## config.mk

```make
export PLATFORM = sky130hd
export DESIGN_NAME = afl_delay_line
export DESIGN_NICKNAME = d
export VERILOG_FILES = /design/src/rtl/afl_pkg.sv /design/src/rtl/afl_delay_line.sv
export SDC_FILE = /design/constraint.sdc
export NUM_CORES = 2
export LEC_CHECK = 0
export BUFFER_PORTS_ARGS = -buffer_cell sky130_fd_sc_hd__buf_2
export CORE_ASPECT_RATIO = 0.75
export CORE_MARGIN = 3
export CORE_UTILIZATION = 27
export DETAILED_ROUTE_END_ITERATION = 8
export PLACE_DENSITY_LB_ADDON = 0.1
export SYNTH_ARGS = -nofsm -noshare
export SYNTH_HDL_FRONTEND = slang
export SYNTH_SLANG_ARGS = --single-unit
```

## constraint.sdc

```tcl
create_clock -name clk -period 4.5 [get_ports clk]
set_input_delay 0.225 -clock clk [delete_from_list [all_inputs] [get_ports clk]]
set_output_delay 0.225 -clock clk [all_outputs]
set_load 0.03 [all_outputs]
```

## src/rtl/afl_pkg.sv

```systemverilog
// shared types, constants and the sine table function for the flanger
// no dependencies; imported by every module of the block
package afl_pkg;

	// default sizes handed to the top-level parameters
	localparam int DELAY_DEPTH_DEF     = 256;
	localparam int SINE_TABLE_SIZE_DEF = 256;

	// configuration port
	localparam int CFG_AW = 3;
	localparam int CFG_DW = 16;

	// register indexes
	localparam logic [CFG_AW-1:0] REG_EFFECT_ENABLE = 3'd0;
	localparam logic [CFG_AW-1:0] REG_BASE_DELAY    = 3'd1;
	localparam logic [CFG_AW-1:0] REG_SWING         = 3'd2;
	localparam logic [CFG_AW-1:0] REG_DEPTH_GAIN    = 3'd3;
	localparam logic [CFG_AW-1:0] REG_OUT_SCALE     = 3'd4;
	localparam logic [CFG_AW-1:0] REG_LFO_STEP      = 3'd5;

	// register reset values
	localparam logic        EFFECT_ENABLE_RST = 1'b1;
	localparam logic [6:0]  BASE_DELAY_RST    = 7'd100;
	localparam logic [15:0] SWING_RST         = 16'd16384;
	localparam logic [15:0] DEPTH_GAIN_RST    = 16'd32768;
	localparam logic [15:0] OUT_SCALE_RST     = 16'd16384;
	localparam logic [15:0] LFO_STEP_RST      = 16'd8;

	// input and result words
	typedef struct packed {
		logic signed [15:0] left_sample;
		logic signed [15:0] right_sample;
	} in_word_t;

	typedef struct packed {
		logic signed [15:0] out_left;
		logic signed [15:0] out_right;
	} out_word_t;

	// delay line controls from the sequencer
	typedef struct packed {
		logic wr;   // write the mono word at the write pointer
		logic rd;   // read the tap selected by back
		logic adv;  // step the write pointer
	} dl_ctrl_t;

	// sequencer states
	typedef enum logic [2:0] {
		ST_IDLE,
		ST_SINE,
		ST_FACT,
		ST_RD0,
		ST_RD1,
		ST_MIX,
		ST_ACC,
		ST_OUT
	} afl_state_t;

	// polynomial sine of a Q16 turn fraction, Q1.15 result
	function automatic logic signed [15:0] sine_of_phase(input logic [15:0] p);
		logic [1:0]  quad;
		int unsigned r;
		int unsigned u;
		int unsigned u2;
		int unsigned t;
		int unsigned s;
		quad = p[15:14];
		r    = {18'd0, p[13:0]};
		u    = quad[0] ? 32'd16384 - r : r;
		u2   = (u * u) >> 14;
		t    = (32'd2611 * u2) >> 14;
		t    = ((32'd21167 - t) * u2) >> 14;
		s    = ((32'd51472 - t) * u) >> 14;
		if (s > 32'd32767) s = 32'd32767;
		return quad[1] ? -$signed(16'(s)) : $signed(16'(s));
	endfunction

endpackage

```

## src/rtl/afl_delay_line.sv

```systemverilog
// circular delay line: one synchronous memory, write pointer and fill count
// depends on afl_pkg for dl_ctrl_t
module afl_delay_line import afl_pkg::*; #(
	parameter int DELAY_DEPTH = DELAY_DEPTH_DEF,
	localparam int AW = $clog2(DELAY_DEPTH)
) (
	input  logic                 clk,
	input  logic                 arst_n,
	input  dl_ctrl_t             ctrl,
	input  logic signed [15:0]   wr_data,
	input  logic [AW-1:0]        back,
	output logic signed [15:0]   rd_data
);

	localparam int FW = $clog2(DELAY_DEPTH + 1);

	logic signed [15:0] mem_q [DELAY_DEPTH];
	logic [AW-1:0]      wp_q;
	logic [FW-1:0]      fill_q;
	logic signed [15:0] rd_q;
	logic               vld_q;
	logic [AW:0]        diff;
	logic [AW:0]        wrap;
	logic [AW-1:0]      rd_idx;
	logic               rd_vld;

	// tap address: back samples behind the write pointer, modulo depth
	assign diff   = {1'b0, wp_q} - {1'b0, back};
	assign wrap   = {1'b0, wp_q} + (AW + 1)'(DELAY_DEPTH) - {1'b0, back};
	assign rd_idx = (wp_q >= back) ? diff[AW-1:0] : wrap[AW-1:0];

	// entries are written in pointer order, so the fill count marks the written ones
	assign rd_vld = FW'(rd_idx) < fill_q;

	// pointer and fill count
	always_ff @(posedge clk or negedge arst_n) begin
		if (!arst_n) begin
			wp_q   <= '0;
			fill_q <= '0;
			vld_q  <= 1'b0;
		end else begin
			if (ctrl.wr && fill_q != FW'(DELAY_DEPTH)) fill_q <= fill_q + FW'(1);
			if (ctrl.adv) wp_q <= (wp_q == AW'(DELAY_DEPTH - 1)) ? '0 : wp_q + AW'(1);
			if (ctrl.rd) vld_q <= rd_vld;
		end
	end

	// memory: one write and one registered read per cycle
	always_ff @(posedge clk) begin
		if (ctrl.wr) mem_q[wp_q] <= wr_data;
		if (ctrl.rd) rd_q <= mem_q[rd_idx];
	end

	// never-written entries read as zero
	assign rd_data = vld_q ? rd_q : '0;

endmodule

```

==> impl_metrics.json <==
{
  "drv_cap": 0,
  "vias": 74050,
  "max_freq_mhz": 225.2,
  "wl_met3_mm": 25.70,
  "wl_mm": 508.4,
  "pwr-share-clk_pct": 30.1,
  "wl_per_cell_um": 32.75,
  "n_fill_cell": 55320,
  "synth_seq_area_share_pct": 77.67,
  "place_ws_ps": -351.5,
  "start_util_pct": 27.20,
  "htreeDepth": 5,
  "ant_nets": 0,
  "fin_crit_ps": 4440,
  "critPathKind": "register to register",
  "critPathRequiredTime_ps": 5280,
  "grt_pass1_wl_mm": 692.0,
  "pin_count": 45,
  "overflow": 0,
  "synth.distinct_cells": 53,
  "finalMaxSlewViolations": 0,
  "relSlewSlack_pct": 18.42,
  "p_int_w": 0.07746,
  "cp.depth": 13,
  "clk_path_buf_depth": 4,
  "min_from": "wr_data[2]",
  "cts_root_buf": "clkbuf_16",
  "worstSetupStartpointType": "register",
  "numCtsBuffers": 424,
  "netlist_area_um2": 159600,
  "die-area_um2": 600300,
  "p_switching_w": 0.03743,
  "grt_max_degree": 144,
  "die_x_um": 893.7,
  "grt_pass1_vias": 76710,
  "ys_seq_elements": 4130,
  "top_layer": "met5",
  "fin_ws_ps": 60.48,
  "globalplace.congestion": 0.7397,
  "final_cell_mix": "edfxtp_1, mux4_2, buf_4, clkbuf_16, nor2_2",
  "finalCritPeriodShare_pct": 98.66,
  "slowest_delay_ps": 820,
  "layout_commonest_cell": "edfxtp_1",
  "critPathLaunch": "wp_q[0]",
  "drive_gt1_share_pct": 35.83,
  "drt-pass1-iter-count": 7,
  "synth-edff-count": 4112,
  "setup.worst_path.end_class": "register",
  "synthArstFlopShare_pct": 0.4358,
  "fin_skew_ps": 42.53,
  "slowest_stage": "fa_4",
  "reg2reg_depth": 13,
  "drcViolationCount": 0,
  "crit_path_frequent_cell": "buf_12",
  "crit_chain": "inv_1 -> ha_4 -> inv_1 -> fa_4 -> buf_12 -> buf_12 -> buf_12 -> buf_12 -> mux4_2 -> mux4_1 -> nand2_1 -> a32oi_1 -> and4_1",
  "rows": 243,
  "area_delta_synth_final_pct": 18.18,
  "antenna_found_initial": 43,
  "syn-instance-count": 6522,
  "leakagePower_nw": 58.03,
  "viasPerCell": 4.769,
  "die_h_um": 671.7,
  "drt_iter0_markers": 7730,
  "pwr-share-seq_pct": 37.5,
  "syn_nets": 6572,
  "hold_viol_final": 0,
  "sw_frac_of_total_pct": 32.58,
  "combPwrFrac_pct": 32.4,
  "min_path_type": "primary input to register",
  "syn_area_per_cell_um2": 24.46,
  "cts_num_sinks": 4130,
  "tns_ps": 0,
  "crit_path_max_fanout": 20,
  "layout.nets": 7355,
  "reg2reg_from": "wp_q[0]",
  "reg2reg_to": "rd_q[10]",
  "crit_path_end": "rd_q[10]",
  "vdd_drop_max_v": 0.0005779,
  "arrival_ps": 5220,
  "cts_tree": "done",
  "p_per_area_nw_per_um2": 609.3,
  "grt_use_total_pct": 16.62,
  "worstMarginPinSlew_ps": 1224,
  "utilization_pct": 32.15,
  "rrSetupSlack_ps": 60,
  "clk_pin_slew_ps": 60,
  "path_buf_inv": 6,
  "hpwl_mm": 299.9,
  "wl_met2_mm": 232.7,
  "core_um2": 586500,
  "wl_met1_mm": 241.5,
  "setup_viol": 0,
  "ys_warn_count": 0,
  "status": "finished, final reports clean",
  "synth_ff_type": "edfxtp_1",
  "cp_top_family": "adder cells",
  "clk-insertion-delay-late_ps": 1020,
  "portBuffers": 44
}
power groups by stage:
stage / combinational (W) / sequential [W] / clock, W
after floorplan: 0.0191 / 0.0437 / 0
after global placement: 0.0374 / 0.0439 / 0
after detailed placement: 0.0373 / 0.0439 / 0
after CTS: 0.0382 / 0.0431 / 0.0357
after global routing: 0.0391 / 0.0431 / 0.0373
final: 0.0372 / 0.0431 / 0.0346
flip-flops by register name, indices dropped and copies added (netlist names):
name / count
wp_q: 8
fill_q: 9
vld_q: 1
mem_q: 4096
rd_q: 16
synthesized netlist by cell type (3+ instances only):
library cell	number	area share, %
a21oi_1	3	0.0094
mux4_2	1178	17
xnor2_1	11	0.060
buf_2	111	0.35
a32oi_1	64	0.35
and2_1	17	0.067
nor2b_1	11	0.043
nand2_1	163	0.38
clkbuf_1	174	0.41
nor2_1	253	0.60
mux4_1	102	1.7
buf_1	4	0.0094
buf_12	22	0.28
nor3_2	3	0.019
mux2i_1	64	0.40
dlygate4sd1_1	7	0.038
edfxtp_1	4112	77
buf_4	12	0.056
and4_1	16	0.088
o21ai_0	14	0.044
xor2_1	6	0.033
inv_1	24	0.056
dfrtp_1	18	0.28
nor3_1	16	0.050
nand2b_1	3	0.012
nand4_1	11	0.043
a21o_1	4	0.019
and3_1	5	0.020
buf_6	22	0.16
nand3_1	21	0.066
ha_1	20	0.16
o21a_1	3	0.014
clkbuf_8	4	0.035
cell families after synthesis:
group	count (synthesis)	synth area share (%)
xor+xnor	19	0.1278
fa+ha+maj	21	0.1694
buf+inv	388	1.426
flops	4130	77.67
mux	1344	18.71
simple gates	521	1.395
compound gates	99	0.5003
final cells by class:
class	count	area, µm²	area share (%)
multi-input combinational	2004	34250	18.16
clock buffer	515	11100	5.887
timing repair buffer	719	7086	3.758
clock inverter	269	2233	1.184
antenna	23	57.56	0.03052
tap	7840	9809	5.202
sequential	4130	123900	65.72
inverter	26	100.1	0.05308
layer usage:
metal / global-route usage (%) / up-vias
li1: - / 29890
met1: 24.89 / 41770
met2: 25.94 / 1892
met3: 2.639 / 491
met4: 2.815 / 4
met5: 0 / -
worst reg2reg max path: cells and delay by family (launching register included):
kind	cells	cell delay, ps
fa+ha+maj	2	980
buf+inv	6	940
simple gates	2	590
compound gates	1	380
flops	1	380
mux	2	950
metrics by stage:
stage / total power [W] / cell area (µm²) / std cells / hold slack (ps)
3_3_place_gp: 0.08128 / 174400 / 14690 / 255.2
6_report: 0.1149 / 188600 / 15530 / 205.1
3_5_place_dp: 0.08120 / 174500 / 14690 / 242.1
2_1_floorplan: 0.06284 / 159600 / 6522 / -70.59
5_1_grt: 0.1195 / 188500 / 15510 / 130.0
4_1_cts: 0.1170 / 188400 / 15500 / 78.87
what timing repair did:
item / in CTS / in global routing
buffers inserted: 2 / 5
hold buffers: 21 / 0
endpoints found under the hold margin: 1669 / 0
gates resized for setup: 48 / 12
endpoints found under the setup margin: 16 / 13
gates cloned: 4 / 1
worst min path at each step:
stage | to | slack (ps) | cells past startpoint
after floorplan | fill_q[0] | -70 | 0
after detailed placement | wp_q[2] | 240 | 1
after CTS | mem_q[229][2] | 80 | 2
final | mem_q[228][2] | 210 | 2
after global placement | wp_q[2] | 260 | 1
after global routing | mem_q[228][2] | 130 | 2
Power figures use the tool's default switching activity.
